<file path="src/hdl/ctdc_pkg.sv">
// Shared types, codes and constants of the calibrated dBm converter.
package ctdc_pkg;

  // Field widths
  localparam int READING_W   = 16;
  localparam int INDEX_W     = 4;
  localparam int COUNT_W     = 5;
  localparam int DBM_W       = 12;
  localparam int CFG_INDEX_W = 2;
  // |offset| * 50 + span / 2 stays below 2^22
  localparam int DIVIDEND_W  = 22;
  // Working width of the level arithmetic
  localparam int LVL_W       = 24;

  // Level constants in tenths of dBm
  localparam logic signed [LVL_W-1:0] TOP_TENTHS   = -24'sd400;
  localparam logic signed [LVL_W-1:0] STEP_TENTHS  = 24'sd50;
  localparam logic signed [LVL_W-1:0] CAP_TENTHS   = -24'sd350;
  localparam logic signed [LVL_W-1:0] FLOOR_TENTHS = -24'sd1200;
  localparam logic signed [DBM_W-1:0] ERROR_TENTHS = -12'sd1990;

  // Configuration register indexes
  localparam logic [CFG_INDEX_W-1:0] CFG_POINT_COUNT_FIRST  = 2'd0;
  localparam logic [CFG_INDEX_W-1:0] CFG_POINT_COUNT_SECOND = 2'd1;

  typedef enum logic {
    OP_LOAD    = 1'b0,
    OP_CONVERT = 1'b1
  } op_t;

  typedef enum logic [1:0] {
    ST_IDLE,
    ST_WALK,
    ST_PREP,
    ST_DIV
  } state_t;

  typedef struct packed {
    op_t                  op;
    logic                 channel;
    logic [INDEX_W-1:0]   point_index;
    logic [READING_W-1:0] cal_value;
    logic [READING_W-1:0] reading;
  } in_item_t;

  typedef struct packed {
    logic signed [DBM_W-1:0] dbm_tenths;
    logic                    table_error;
  } out_item_t;

  typedef struct packed {
    logic                  start;
    logic [DIVIDEND_W-1:0] dividend;
    logic [READING_W-1:0]  divisor;
  } div_req_t;

  typedef struct packed {
    logic                  done;
    logic [DIVIDEND_W-1:0] quotient;
  } div_rsp_t;

endpackage

</file>
<file path="src/hdl/ctdc_point_ram.sv">
// Calibration point memory: one write port, one registered read port.
module ctdc_point_ram
  import ctdc_pkg::*;
#(
  parameter int DEPTH = 32,
  parameter int AW    = 5
) (
  input  logic                 clk,
  input  logic                 wr_en,
  input  logic [AW-1:0]        wr_addr,
  input  logic [READING_W-1:0] wr_data,
  input  logic [AW-1:0]        rd_addr,
  output logic [READING_W-1:0] rd_data
);

  logic [READING_W-1:0] mem [DEPTH];
  logic [READING_W-1:0] rd_data_r;

  // Write one point, read one point every cycle
  always_ff @(posedge clk) begin
    if (wr_en) begin
      mem[wr_addr] <= wr_data;
    end
    rd_data_r <= mem[rd_addr];
  end

  assign rd_data = rd_data_r;

endmodule

</file>
<file path="src/hdl/ctdc_divider.sv">
// Restoring divider, one quotient bit per cycle.
module ctdc_divider
  import ctdc_pkg::*;
(
  input  logic     clk,
  input  logic     rst_n,
  input  div_req_t req,
  output div_rsp_t rsp
);

  localparam int CNT_W = $clog2(DIVIDEND_W + 1);

  logic                  active_r, active_nxt;
  logic                  done_r, done_nxt;
  logic [CNT_W-1:0]      cnt_r, cnt_nxt;
  logic [READING_W-1:0]  rem_r, rem_nxt;
  logic [DIVIDEND_W-1:0] dq_r, dq_nxt;
  logic [READING_W-1:0]  dvs_r, dvs_nxt;
  logic [READING_W:0]    shifted;
  logic [READING_W:0]    diff;
  logic                  fits;

  // Trial subtraction of the divisor from the shifted remainder
  assign shifted = {rem_r, dq_r[DIVIDEND_W-1]};
  assign diff    = shifted - {1'b0, dvs_r};
  assign fits    = (shifted >= {1'b0, dvs_r});

  // Load on start, then iterate one bit per cycle
  always_comb begin
    active_nxt = active_r;
    done_nxt   = 1'b0;
    cnt_nxt    = cnt_r;
    rem_nxt    = rem_r;
    dq_nxt     = dq_r;
    dvs_nxt    = dvs_r;
    if (req.start) begin
      active_nxt = 1'b1;
      cnt_nxt    = CNT_W'(DIVIDEND_W);
      rem_nxt    = '0;
      dq_nxt     = req.dividend;
      dvs_nxt    = req.divisor;
    end else if (active_r) begin
      rem_nxt = fits ? diff[READING_W-1:0] : shifted[READING_W-1:0];
      dq_nxt  = {dq_r[DIVIDEND_W-2:0], fits};
      cnt_nxt = cnt_r - 1'b1;
      if (cnt_r == CNT_W'(1)) begin
        active_nxt = 1'b0;
        done_nxt   = 1'b1;
      end
    end
  end

  always_ff @(posedge clk) begin
    if (!rst_n) begin
      active_r <= 1'b0;
      done_r   <= 1'b0;
      cnt_r    <= '0;
    end else begin
      active_r <= active_nxt;
      done_r   <= done_nxt;
      cnt_r    <= cnt_nxt;
    end
  end

  always_ff @(posedge clk) begin
    rem_r <= rem_nxt;
    dq_r  <= dq_nxt;
    dvs_r <= dvs_nxt;
  end

  assign rsp.done     = done_r;
  assign rsp.quotient = dq_r;

endmodule

</file>
<file path="src/hdl/cal_table_dbm_converter_core.sv">
// Top level: calibrated detector reading to tenths of dBm converter.
// A load transaction (op = load) writes one calibration point in the cycle it is accepted and
// keeps busy low. A convert transaction walks the channel's points one per cycle out of the
// point memory; when it finds a usable interval it forms the interpolation terms in the prep
// state and runs the serial divider (22 quotient bits, one per cycle, then a done strobe). An
// unusable table ends the transaction with the walk, also when the point count is zero. busy
// stays high until the result is out. The result is on out_data for exactly one cycle with
// out_valid high, in the cycle busy falls; the receiver cannot stall it.
// Configuration writes are taken while busy is low.
module cal_table_dbm_converter_core
  import ctdc_pkg::*;
#(
  parameter int POINTS_PER_CHANNEL = 16
) (
  input  logic                   clk,
  input  logic                   rst_n,
  input  logic                   start,
  output logic                   busy,
  input  in_item_t               in_data,
  output logic                   out_valid,
  output out_item_t              out_data,
  input  logic                   cfg_valid,
  output logic                   cfg_ready,
  input  logic [CFG_INDEX_W-1:0] cfg_index,
  input  logic [COUNT_W-1:0]     cfg_data
);

  localparam int KW    = $clog2(POINTS_PER_CHANNEL);
  localparam int AW    = $clog2(2 * POINTS_PER_CHANNEL);
  localparam int DEPTH = 2 * POINTS_PER_CHANNEL;

  state_t state_r, state_nxt;

  logic [COUNT_W-1:0]   count_first_r, count_second_r;
  logic                 out_valid_r, out_valid_nxt;
  out_item_t            out_data_r, out_data_nxt;

  logic [READING_W-1:0] value_r, value_nxt;
  logic                 ch_r, ch_nxt;
  logic [KW-1:0]        k_r, k_nxt;
  logic [KW-1:0]        last_k_r, last_k_nxt;
  logic                 cnt_zero_r, cnt_zero_nxt;
  logic [READING_W-1:0] lower_r, lower_nxt;
  logic [READING_W-1:0] upper_r, upper_nxt;
  logic                 paired_r, paired_nxt;
  logic                 neg_r, neg_nxt;
  logic signed [LVL_W-1:0] base_r, base_nxt;

  logic                 accept;
  logic                 mem_we;
  logic [AW-1:0]        wr_addr;
  logic [AW-1:0]        rd_addr;
  logic [READING_W-1:0] rd_data;

  logic [COUNT_W-1:0]   cnt_sel;
  logic [COUNT_W:0]     cnt_ext;
  logic [COUNT_W:0]     cnt_eff;

  logic [READING_W-1:0] walk_upper, walk_lower;
  logic                 walk_paired, walk_stop, walk_ok, walk_good;

  logic                 neg_now;
  logic [READING_W-1:0] off_abs;
  logic [READING_W-1:0] span;
  logic signed [LVL_W-1:0] quo_ext, level_sum, level_clamped;

  div_req_t div_req;
  div_rsp_t div_rsp;

  assign accept    = start && !busy;
  assign busy      = (state_r != ST_IDLE);
  assign cfg_ready = !busy;

  // Point memory write: a load transaction with an index inside the table
  assign mem_we  = accept && (in_data.op == OP_LOAD) &&
                   ({2'b00, in_data.point_index} < 6'(POINTS_PER_CHANNEL));
  assign wr_addr = (in_data.channel ? AW'(POINTS_PER_CHANNEL) : AW'(0)) +
                   AW'(in_data.point_index);

  // Read the first point at accept, then the following point each walk cycle
  always_comb begin
    if (state_r == ST_IDLE) begin
      rd_addr = in_data.channel ? AW'(POINTS_PER_CHANNEL) : AW'(0);
    end else begin
      rd_addr = (ch_r ? AW'(POINTS_PER_CHANNEL) : AW'(0)) + AW'(KW'(k_r + 1'b1));
    end
  end

  ctdc_point_ram #(
    .DEPTH (DEPTH),
    .AW    (AW)
  ) u_ram (
    .clk     (clk),
    .wr_en   (mem_we),
    .wr_addr (wr_addr),
    .wr_data (in_data.cal_value),
    .rd_addr (rd_addr),
    .rd_data (rd_data)
  );

  // Saturate the channel's point count to the table size
  assign cnt_sel = in_data.channel ? count_second_r : count_first_r;
  assign cnt_ext = {1'b0, cnt_sel};
  assign cnt_eff = (cnt_ext > (COUNT_W+1)'(POINTS_PER_CHANNEL)) ?
                   (COUNT_W+1)'(POINTS_PER_CHANNEL) : cnt_ext;

  // Evaluate the point just read against the running interval
  always_comb begin
    walk_lower  = rd_data;
    walk_upper  = upper_r;
    walk_paired = paired_r;
    walk_stop   = 1'b0;
    walk_ok     = 1'b0;
    if (lower_r != '0) begin
      walk_upper  = lower_r;
      walk_paired = 1'b1;
      if (value_r >= rd_data) begin
        walk_stop = 1'b1;
        walk_ok   = 1'b1;
      end else if (lower_r <= rd_data) begin
        walk_stop = 1'b1;
      end
    end
    if (!walk_stop && (k_r == last_k_r)) begin
      walk_stop = 1'b1;
      walk_ok   = (k_r == KW'(POINTS_PER_CHANNEL - 1));
    end
    if (cnt_zero_r) begin
      walk_stop = 1'b1;
      walk_ok   = 1'b0;
    end
    walk_good = walk_ok && walk_paired && (walk_upper > walk_lower);
  end

  // Interpolation terms: rounded magnitude quotient, sign applied afterwards
  assign neg_now = (value_r < lower_r);
  assign off_abs = neg_now ? (lower_r - value_r) : (value_r - lower_r);
  assign span    = upper_r - lower_r;

  assign div_req.start    = (state_r == ST_PREP);
  assign div_req.dividend = DIVIDEND_W'(off_abs) * DIVIDEND_W'(STEP_TENTHS) +
                            DIVIDEND_W'(span >> 1);
  assign div_req.divisor  = span;

  ctdc_divider u_div (
    .clk   (clk),
    .rst_n (rst_n),
    .req   (div_req),
    .rsp   (div_rsp)
  );

  // Apply the quotient to the point level and clamp
  assign quo_ext   = LVL_W'(div_rsp.quotient);
  assign level_sum = neg_r ? (base_r - quo_ext) : (base_r + quo_ext);
  always_comb begin
    level_clamped = level_sum;
    if (!neg_r && (level_sum > CAP_TENTHS)) begin
      level_clamped = CAP_TENTHS;
    end else if (neg_r && (level_sum < FLOOR_TENTHS)) begin
      level_clamped = FLOOR_TENTHS;
    end
  end

  // Next state
  always_comb begin
    state_nxt = state_r;
    unique case (state_r)
      ST_IDLE: begin
        if (accept && (in_data.op == OP_CONVERT)) begin
          state_nxt = ST_WALK;
        end
      end
      ST_WALK: begin
        if (walk_stop) begin
          state_nxt = walk_good ? ST_PREP : ST_IDLE;
        end
      end
      ST_PREP: begin
        state_nxt = ST_DIV;
      end
      ST_DIV: begin
        if (div_rsp.done) begin
          state_nxt = ST_IDLE;
        end
      end
      default: begin
        state_nxt = ST_IDLE;
      end
    endcase
  end

  // Datapath and result updates per state
  always_comb begin
    value_nxt     = value_r;
    ch_nxt        = ch_r;
    k_nxt         = k_r;
    last_k_nxt    = last_k_r;
    cnt_zero_nxt  = cnt_zero_r;
    lower_nxt     = lower_r;
    upper_nxt     = upper_r;
    paired_nxt    = paired_r;
    neg_nxt       = neg_r;
    base_nxt      = base_r;
    out_valid_nxt = 1'b0;
    out_data_nxt  = out_data_r;
    unique case (state_r)
      ST_IDLE: begin
        if (accept && (in_data.op == OP_CONVERT)) begin
          value_nxt    = in_data.reading;
          ch_nxt       = in_data.channel;
          k_nxt        = '0;
          last_k_nxt   = KW'(cnt_eff - 1'b1);
          cnt_zero_nxt = (cnt_eff == '0);
          lower_nxt    = '0;
          upper_nxt    = '0;
          paired_nxt   = 1'b0;
        end
      end
      ST_WALK: begin
        lower_nxt  = walk_lower;
        upper_nxt  = walk_upper;
        paired_nxt = walk_paired;
        if (!walk_stop) begin
          k_nxt = KW'(k_r + 1'b1);
        end else if (!walk_good) begin
          out_valid_nxt            = 1'b1;
          out_data_nxt.dbm_tenths  = ERROR_TENTHS;
          out_data_nxt.table_error = 1'b1;
        end
      end
      ST_PREP: begin
        neg_nxt  = neg_now;
        base_nxt = TOP_TENTHS - STEP_TENTHS * LVL_W'(k_r);
      end
      ST_DIV: begin
        if (div_rsp.done) begin
          out_valid_nxt            = 1'b1;
          out_data_nxt.dbm_tenths  = DBM_W'(level_clamped);
          out_data_nxt.table_error = 1'b0;
        end
      end
      default: begin
        out_valid_nxt = 1'b0;
      end
    endcase
  end

  // Control registers
  always_ff @(posedge clk) begin
    if (!rst_n) begin
      state_r        <= ST_IDLE;
      out_valid_r    <= 1'b0;
      count_first_r  <= '0;
      count_second_r <= '0;
    end else begin
      state_r     <= state_nxt;
      out_valid_r <= out_valid_nxt;
      if (cfg_valid && cfg_ready) begin
        unique case (cfg_index)
          CFG_POINT_COUNT_FIRST:  count_first_r  <= cfg_data;
          CFG_POINT_COUNT_SECOND: count_second_r <= cfg_data;
          default: begin
            count_first_r <= count_first_r;
          end
        endcase
      end
    end
  end

  // Payload registers
  always_ff @(posedge clk) begin
    value_r    <= value_nxt;
    ch_r       <= ch_nxt;
    k_r        <= k_nxt;
    last_k_r   <= last_k_nxt;
    cnt_zero_r <= cnt_zero_nxt;
    lower_r    <= lower_nxt;
    upper_r    <= upper_nxt;
    paired_r   <= paired_nxt;
    neg_r      <= neg_nxt;
    base_r     <= base_nxt;
    out_data_r <= out_data_nxt;
  end

  assign out_valid = out_valid_r;
  assign out_data  = out_data_r;

  // Results of two transactions never land in adjacent cycles
  a_no_back_to_back: assert property (@(posedge clk) disable iff (!rst_n)
    out_valid |=> !out_valid)
    else $error("result strobe held for two cycles");

  // An accepted convert always raises busy
  a_convert_busy: assert property (@(posedge clk) disable iff (!rst_n)
    (accept && (in_data.op == OP_CONVERT)) |=> busy)
    else $error("convert transaction did not raise busy");

  // The divider finishes only while the sequencer waits for it
  a_div_done_state: assert property (@(posedge clk) disable iff (!rst_n)
    div_rsp.done |-> (state_r == ST_DIV))
    else $error("divider done outside the divide state");

  // A good result lies between the floor and the cap
  a_level_range: assert property (@(posedge clk) disable iff (!rst_n)
    (out_valid && !out_data.table_error) |->
      ((out_data.dbm_tenths >= -12'sd1200) && (out_data.dbm_tenths <= -12'sd350)))
    else $error("converted level out of range");

  // An error result carries the error level
  a_error_level: assert property (@(posedge clk) disable iff (!rst_n)
    (out_valid && out_data.table_error) |-> (out_data.dbm_tenths == ERROR_TENTHS))
    else $error("error result with wrong level");

endmodule
</file>
<file path="config.mk">
export PLATFORM = sky130hd
export DESIGN_NAME = cal_table_dbm_converter_core
export DESIGN_NICKNAME = d
export VERILOG_FILES = /design/src/hdl/ctdc_pkg.sv /design/src/hdl/ctdc_point_ram.sv /design/src/hdl/ctdc_divider.sv /design/src/hdl/cal_table_dbm_converter_core.sv
export SDC_FILE = /design/constraint.sdc
export NUM_CORES = 1
export LEC_CHECK = 0
export BUFFER_PORTS_ARGS = -buffer_cell sky130_fd_sc_hd__clkbuf_2
export CAP_MARGIN = 40
export CORE_MARGIN = 2
export CORE_UTILIZATION = 46
export CTS_CLUSTER_SIZE = 20
export DETAILED_ROUTE_END_ITERATION = 8
export PLACE_DENSITY_LB_ADDON = 0.1
export SLEW_MARGIN = 10
export SYNTH_ARGS = -nofsm -noshare
export SYNTH_HDL_FRONTEND = slang
export SYNTH_SLANG_ARGS = --single-unit
</file>
<file path="constraint.sdc">
create_clock -name clk -period 7 [get_ports clk]
set_input_delay 1.05 -clock clk [delete_from_list [all_inputs] [get_ports clk]]
set_output_delay 1.05 -clock clk [all_outputs]
set_load 0.05 [all_outputs]
</file>
After elaboration in Yosys (flattened, before gate mapping)
Memories as Yosys holds them, arrays and structs flattened. A register that Yosys moved wholly into a read port is not among the register bits.
Cells that the tools add are included.

storage, ports and cells
  register bits = 171
  bits in writable memories = 512
  input bits = 49
  output and inout port bits = 16
  word-level logic and storage cells = 143
  memories kept = 1

operators by class
  add/subtract/negate cells = 13
  multiply operators = 2
  $lt $le $gt $ge = 8
  equal/unequal tests = 12
  mux-type cells = 52
  bitwise gates (word level) = 3
  reductions and logical operators = 29

memories
  name       words  bits a word  read ports  clocked after Yosys merged registers in  wr ports  RTL line              text
  u_ram.mem  32     16           1           1                                        1         ctdc_point_ram.sv:16  logic [READING_W-1:0] mem [DEPTH];

operators by type and width
  operator                number
  $mux 16                 4
  $pmux 16 s2             2
  $sub 16x16->16          4
  $mux 22                 2
  $mux 13                 3
  $mux 5                  7
  $pmux 13 s2             1
  $add 24x23->24          1
  $gt 24x10->1 const B    1
  $lt 24x12->1 const B    1
  $mux 12                 2
  $mux 24                 1
  $sub 24x23->24          1
  $add 22x15->22          1
  $mul 16x5->21 const B   1
  $mux 1                  20
  $ge 17x16->1            1
  $ge 16x16->1            1
  $gt 16x16->1            1
  $le 16x16->1            1
  $lt 16x16->1            1
  $reduce_bool 16->1      1
  $sub 10x11->12 const A  1
  $add 5x4->5             2
  other kinds (28)        58

Depth between registers and ports, before layout
Gate-level depths: netlist of run 1.

  depth in word-level cells = 13
  gate-level depth with buffers = 33
  mapped depth without buffers = 31

By module
A second synthesis of run 1 with hierarchy kept.

second synthesis, totals
  cells, all modules = 2757
  area total of the unflattened synthesis = 35227.5 sq um

modules (own cells, without submodules)
  module                        times used  cells an instance  area an instance (sq um)
  ctdc_point_ram                1           1143               20535.9
  cal_table_dbm_converter_core  1           1302               11297.1
  ctdc_divider                  1           312                3394.5

Least setup slack after synthesis of run 1
No wires, ideal clock.

  path kind = reg2reg
  from = register lower_r[1]
  to = register u_div.dq_r[16] (data pin)
  setup time = 0.267 ns
  arrival time = 6.544 ns
  slack = 0.188 ns
  stages on the path, launching flop included = 30
  buffers on the path = 2
  cells stage by stage = edfxtp_1 inv_1 fa_1 a21o_1 a21oi_1 o211ai_1 a211o_1 a21oi_2 buf_2 buf_2 mux2i_1 xnor2_1 ha_1 ha_1 inv_1 fa_1 inv_1 ha_1 nor2b_1 o31a_1 o21a_1 nor2_1 xnor2_1 ha_1 or3_1 o211a_1 a211oi_1 nor2b_1 xnor2_1 o21ai_0

on the way
  cells in the longest elaborated chain, start to end = 5
  elaborated cells between the ends (all ways) = 8
  classes of those cells = add/sub (4); mul (1); order compare (1); mux (2)

RTL lines
  element                 RTL line                             text
  from (decl)             cal_table_dbm_converter_core.sv:43   logic [READING_W-1:0] lower_r, lower_nxt;
  from (signal assigned)  cal_table_dbm_converter_core.sv:277  lower_r <= lower_nxt;
  $lt 16x16->1            cal_table_dbm_converter_core.sv:136  assign neg_now = (value_r < lower_r);
  net neg_now             cal_table_dbm_converter_core.sv:62   logic neg_now;
  $mux 16                 cal_table_dbm_converter_core.sv:137  assign off_abs = neg_now ? (lower_r - value_r) : (value_r - lower_r);
  $mul 16x5->21           cal_table_dbm_converter_core.sv:141  assign div_req.dividend = DIVIDEND_W'(off_abs) * DIVIDEND_W'(STEP_TENTHS) +
  $add 22x15->22          cal_table_dbm_converter_core.sv:141
  $mux 22                 ctdc_divider.sv:36                   if (req.start) begin
  net u_div.dq_nxt[16]    ctdc_divider.sv:17                   logic [DIVIDEND_W-1:0] dq_r, dq_nxt;
  to (signal assigned)    ctdc_divider.sv:67                   dq_r <= dq_nxt;
  to (decl)               ctdc_divider.sv:17

The timed path passes the listed nets, and every way through them passes these cells.
A chain may end at the register's enable or synchronous reset.

Worst setup path after layout of run 1
  from = register value_r[0]
  to = register u_div.dq_r[17] (data pin)

on the way
  cells in the longest elaborated chain, start to end = 5
  elaborated cells between the ends (all ways) = 7
  classes of those cells = add/sub (3); mul (1); order compare (1); mux (2)

RTL lines
  element                                                RTL line                                                                  text
  from (decl)                                            cal_table_dbm_converter_core.sv:38                                        logic [READING_W-1:0] value_r, value_nxt;
  from (signal assigned)                                 cal_table_dbm_converter_core.sv:272                                       value_r <= value_nxt;
  $sub 16x16->16 / $lt 16x16->1 (equally long branches)  cal_table_dbm_converter_core.sv:137, cal_table_dbm_converter_core.sv:136
  $mux 16 *                                              cal_table_dbm_converter_core.sv:137
  $mul 16x5->21 *                                        cal_table_dbm_converter_core.sv:141
  $add 22x15->22 *                                       cal_table_dbm_converter_core.sv:141
  $mux 22 *                                              ctdc_divider.sv:36
  net u_div.dq_nxt[17]                                   ctdc_divider.sv:17

Mark *: on every way through the listed nets, which the timed path passes. The rest lies on a longest branch.

==> results_dict.tcl, run 1 <==
set metrics [dict create \
    first_global_vias 24742 \
    crit_cells 31 \
    worst_slack_ns 0.257 \
    ys_ff_latch 685 \
    hold_path_depth 2 \
    synth_fp_nets 3429 \
    wl_per_cell_um 22.3 \
    dieArea_um2 79100 \
    power_density_nw_per_um2 388 \
    reg2reg_depth 31 \
    required_ns 7.32 \
    layout_min_cycle_time_ns 6.74 \
    path_common_cell "ha_1" \
    hold_buffers 0 \
    cts_tree "yes" \
    final_common_cell "edfxtp_1" \
    synth_edf_count 633 \
    finClkSkew_ns 0.0580 \
    fmax_mhz 148 \
    hold_class "reg2reg" \
    placed_cells 4163 \
    slowest_stage "or4b_4" \
    dp_hpwl_mm 62.6 \
    clkLatencyLatePin_ns 0.64 \
    nNetsFinal 3512 \
    syn_to_final_growth_pct 14.1 \
    fin_util_pct 53.1 \
    antenna_found_initial 5 \
    io_buffers 64 \
    setup_viol 0 \
    async_flop_share_pct 0 \
    fill_cells 6616 \
    critical-path-max-stage-delay_ns 0.53 \
    numClockSinks 685 \
    critPathBufInv 5 \
    dr.pass1.iters 6 \
    routabilityCongestion 0.851 \
    syn_inst 3151 \
    initial_core_util_pct 46.5 \
    final_cells 4323 \
    vias_per_cell 5.77 \
    track_usage_pct 24.2 \
    drcViolationCount 0 \
    layout_common_cells "edfxtp_1, nand2_1, ha_1" \
    critPathKind "reg2reg" \
    pre_cts_ws_ns 0.00518 \
    core_um2 76100 \
    cap_violations 0 \
    p_leak_nw 14.9 \
    antenna_left 0 \
    fp-row-count 101 \
    hold_viol 0 \
    synth_cell_types 85 \
    ir_drop_mv 0.538 \
    yosysTopAreaCell "edfxtp_1" \
    seq_area_frac_synth_pct 56.7 \
    drive_above_1_share_pct 11.8 \
    grt_pass1_wl_mm 146 \
    start_kind "flop" \
    synthTopCellsByArea "edfxtp_1, ha_1, nand2_1, dfxtp_1, o21ai_0" \
    outcome "finished, final reports clean" \
    crit_family "adder cells" \
    slew_violations 0 \
    maxSlewHeadroom_pct 34.2 \
    cts_buffers 78 \
    cp-end-kind "flop" \
    clkTransAtPathRegs_ns 0.06 \
    postSynthAreaPerCell_um2 11.2 \
    synth_flop_cell "edfxtp_1" \
    drt_iter0_markers 1869 \
    die-height_um 281 \
    grt_max_degree 129 \
    die_w_um 281 \
    pin_count 65 \
    yosys.area.top_type_share_pct 53.8 \
    clk_path_buf_depth 3 \
    totalWireLength_mm 96.2 \
    tightestPinTransition_ns 0.987 \
    cts_root_buf "clkbuf_16" \
    yosys_warnings 0 \
    grt.overflow.total 0 \
    vias 24935 \
    fin_crit_sh_pct 96.3 \
    critPathMaxFanout 4 \
    h-tree-depth 3 \
    arrival_ns 7.06 \
    netlist_area_um2 35400 \
]
==> synth_stat cells (21+ instances only) <==
library cell  number
nor2b_1           33
xnor2_1           75
a21oi_1          119
nand4_1           23
ha_1             210
o221ai_1          68
and3_1            39
xor2_1            37
nor3_1            31
nand2b_1          21
nor2_1           183
o21ai_0          191
edfxtp_1         633
a21o_1            39
dfxtp_1           52
o211ai_1          62
inv_1            184
nand3_1           96
mux2i_1           33
nand2_1          416
clkbuf_1         149
a31oi_1           82
or3_1             76
a311oi_1          32
==> stage by stage <==
stage               area, um2  TNS (ns)  power [mW]  hold slack (ns)
floorplan               35400         0        8.87            0.457
global placement        37000         0        10.5            0.479
detailed placement      37200         0        10.6            0.487
CTS                     39800         0        14.7            0.494
global route            40400    -0.275        16.7            0.513
finish                  40400         0        15.7            0.496
==> routing by layer <==
layer / track usage (%) / vias up / share of wire (%)
met5: 0 / - / 0.053
met4: 8.07 / 8 / 3.3
met3: 3.43 / 161 / 4.4
met1: 30.8 / 12283 / 42
li1: - / 11847 / -
met2: 42.4 / 636 / 50
==> state kept, by name, indices dropped and copies added, names as in the netlist, 4 cells and up, named ones only <==
signal / cells
u_ram.mem: 512
u_div.dq_r: 22
lower_r: 16
u_div.dvs_r: 16
u_div.rem_r: 16
u_ram.rd_data: 16
upper_r: 16
value_r: 16
out_data: 13
base_r: 10
count_first_r: 5
count_second_r: 5
u_div.cnt_r: 5
k_r: 4
last_k_r: 4
==> final timing paths <==
path	startpoint	endpoint	slack (ns)
worst max-delay path	value_r[0]	u_div.dq_r[17]	0.26
worst min-delay path	u_div.rem_r[1]	u_div.rem_r[1]	0.50
worst max register to register	value_r[0]	u_div.dq_r[17]	0.26
worst min register to register	u_div.rem_r[1]	u_div.rem_r[1]	0.50
==> report_power, final <==
group          switching (mW)  internal (mW)
sequential             0.0769           4.60
combinational            3.70           3.22
clock                    1.66           2.40
total                    5.44           10.2
==> kinds of logic (layout without fill, tap and decap cells) <==
kind of cell | count (synthesis) | count (layout) | synth area share, %
fa+ha+maj | 229 | 229 | 8.51
buf+inv | 354 | 494 | 3.84
flops | 685 | 685 | 56.7
xor+xnor | 112 | 112 | 2.77
mux | 38 | 38 | 1.09
compound gates | 733 | 733 | 13.7
simple gates | 999 | 999 | 13.4
other cells | 1 | 3 | 0.0106
==> tightest hold or removal path, stage by stage (launching register included) <==
cell and delay [ns]:
dfxtp_1 0.33, nand2_1 0.07, a21oi_1 0.05
==> area by class of cell <==
type,instances,area [um2],area share (%)
flip-flops and latches,685,20000,49.7
diodes,2,5.00,0.0124
clock inverters,41,509,1.26
repair buffers,173,1360,3.36
inverters,184,692,1.71
multi-input cells,2112,14400,35.7
clock buffers,96,2060,5.11
well taps,1030,1290,3.19
==> timing repair <==
item,CTS,global route
endpoints found under the setup margin,6,9
setup buffers,0,21
gates cloned,0,0
gates resized for setup,3,72
pin swaps,0,60
(Power assumes the default switching activity.)
==> inputs of run 2 (changes only) <==
==> constraint.sdc (replaced) <==
create_clock -name clk -period 7.3 [get_ports clk]
set_input_delay 1.095 -clock clk [delete_from_list [all_inputs] [get_ports clk]]
set_output_delay 1.095 -clock clk [all_outputs]
set_load 0.05 [all_outputs]
==> results_dict.tcl, run 2 (same netlist as run 1, synthesis figures left out) <==
set metrics [dict create \
    outcome "finished, final reports clean" \
    clkLatencyLatePin_ns 0.63 \
    final_cells 4290 \
    antenna_left 0 \
    drcViolationCount 0 \
    syn_to_final_growth_pct 12.9 \
    largest_register_ffs 512 \
    tightestPinTransition_ns 0.887 \
    power_density_nw_per_um2 354 \
    fmax_mhz 143 \
    die_w_um 281 \
    cp-end-kind "flop" \
    fin_crit_sh_pct 95.8 \
    cts_buffers 76 \
    reg_top3 "u_ram.mem (512), u_div.dq_r (22)" \
    path_common_cell "ha_1" \
    totalWireLength_mm 96.3 \
    slew_violations 0 \
    grt_max_degree 129 \
    wl_per_cell_um 22.4 \
    routabilityCongestion 0.896 \
    start_kind "flop" \
    rsz0062_at_grt "true" \
    maxSlewHeadroom_pct 40.9 \
    cts_tree "yes" \
    dp_hpwl_mm 63.2 \
    initial_core_util_pct 46.5 \
    io_buffers 64 \
    p_leak_nw 14.8 \
    h-tree-depth 3 \
    hold_class "reg2reg" \
    slowest_stage "fa_1" \
    first_global_vias 24583 \
    layout_min_cycle_time_ns 6.99 \
    setup_viol 0 \
    track_usage_pct 24.3 \
    pin_count 65 \
    arrival_ns 7.30 \
    required_ns 7.60 \
    grt.overflow.total 0 \
    critPathKind "reg2reg" \
    core_um2 76100 \
    nNetsFinal 3473 \
    hold_viol 0 \
    clk_path_buf_depth 3 \
    die-height_um 281 \
    cts_root_buf "clkbuf_16" \
    fill_cells 6676 \
    critical-path-max-stage-delay_ns 0.52 \
    numClockSinks 685 \
    fp-row-count 101 \
    layout_common_cells "edfxtp_1, nand2_1, ha_1" \
    wl_met1_mm 40.8 \
    top_layer "met5" \
    vias_per_cell 5.81 \
    dieArea_um2 79100 \
    dr.pass1.iters 6 \
    met2WireLength_mm 47.1 \
    cap_violations 0 \
    drive_above_1_share_pct 10.1 \
    met3_length_mm 4.73 \
    vias 24921 \
    drt_iter0_markers 1964 \
    ir_drop_mv 0.517 \
    grt_pass1_wl_mm 147 \
    clkTransAtPathRegs_ns 0.06 \
    whs_ns 0.492 \
    regMostFlops "u_ram.mem" \
    multi_input_area_um2 14200 \
    critPathMaxFanout 6 \
    final_common_cell "edfxtp_1" \
    antenna_found_initial 5 \
    placed_cells 4142 \
    regArea_um2 20000 \
    finClkSkew_ns 0.0473 \
]
[run 2: area by class of cell]
class	count	share of cell area [%]
diodes	2	0.0125
clock buffers	93	5.13
clock inverters	48	1.57
inverters	184	1.73
multi-input cells	2112	35.5
flip-flops and latches	685	50.2
well taps	1030	3.23
repair buffers	136	2.65
[run 2: worst max-delay path: cells and delay by family (launching register included)]
kind            cells  cell delay [ns]
fa+ha+maj           7             2.30
compound gates     11             1.94
simple gates        5             0.81
xor+xnor            3             0.44
buf+inv             5             0.41
flops               1             0.39
mux                 1             0.39
[run 2: worst paths after layout]
check / start / end / slack [ns] / cells after the start
worst max-delay path: value_r[0] / u_div.dq_r[17] / 0.31 / 32
worst min-delay path: u_div.rem_r[1] / u_div.rem_r[1] / 0.49 / 2
worst max register to register: value_r[0] / u_div.dq_r[17] / 0.31 / 32
worst min register to register: u_div.rem_r[1] / u_div.rem_r[1] / 0.49 / 2
[run 2: metrics by stage]
stage               setup TNS [ns]  setup WS [ns]  utilization, %  instance area, um2  total power, mW
floorplan                        0          0.488               -               35400             8.50
global placement                 0          0.165            48.4               36800             9.80
detailed placement               0         0.0502            48.7               37100             9.91
CTS                              0        0.00186            52.2               39700             14.0
global route               -0.0274        -0.0155            52.5               39900             15.0
finish                           0          0.305            52.5               39900             14.1
[run 2: power by group]
part / internal (mW) / switching [mW] / total (mW)
clock: 2.41 / 1.61 / 4.03
combinational: 2.34 / 3.27 / 5.61
sequential: 4.41 / 0.0749 / 4.48
[run 2: layer usage]
metal / track usage [%] / up-vias
met5: 0 / -
met4: 9.17 / 8
met3: 3.49 / 196
met2: 41.5 / 692
met1: 31.4 / 12265
li1: - / 11760
[run 2: repair_timing]
item	4_1_cts	5_1_grt
buffers inserted	0	5
gates resized for setup	0	25
hold buffers	0	0
setup endpoints to repair	0	8
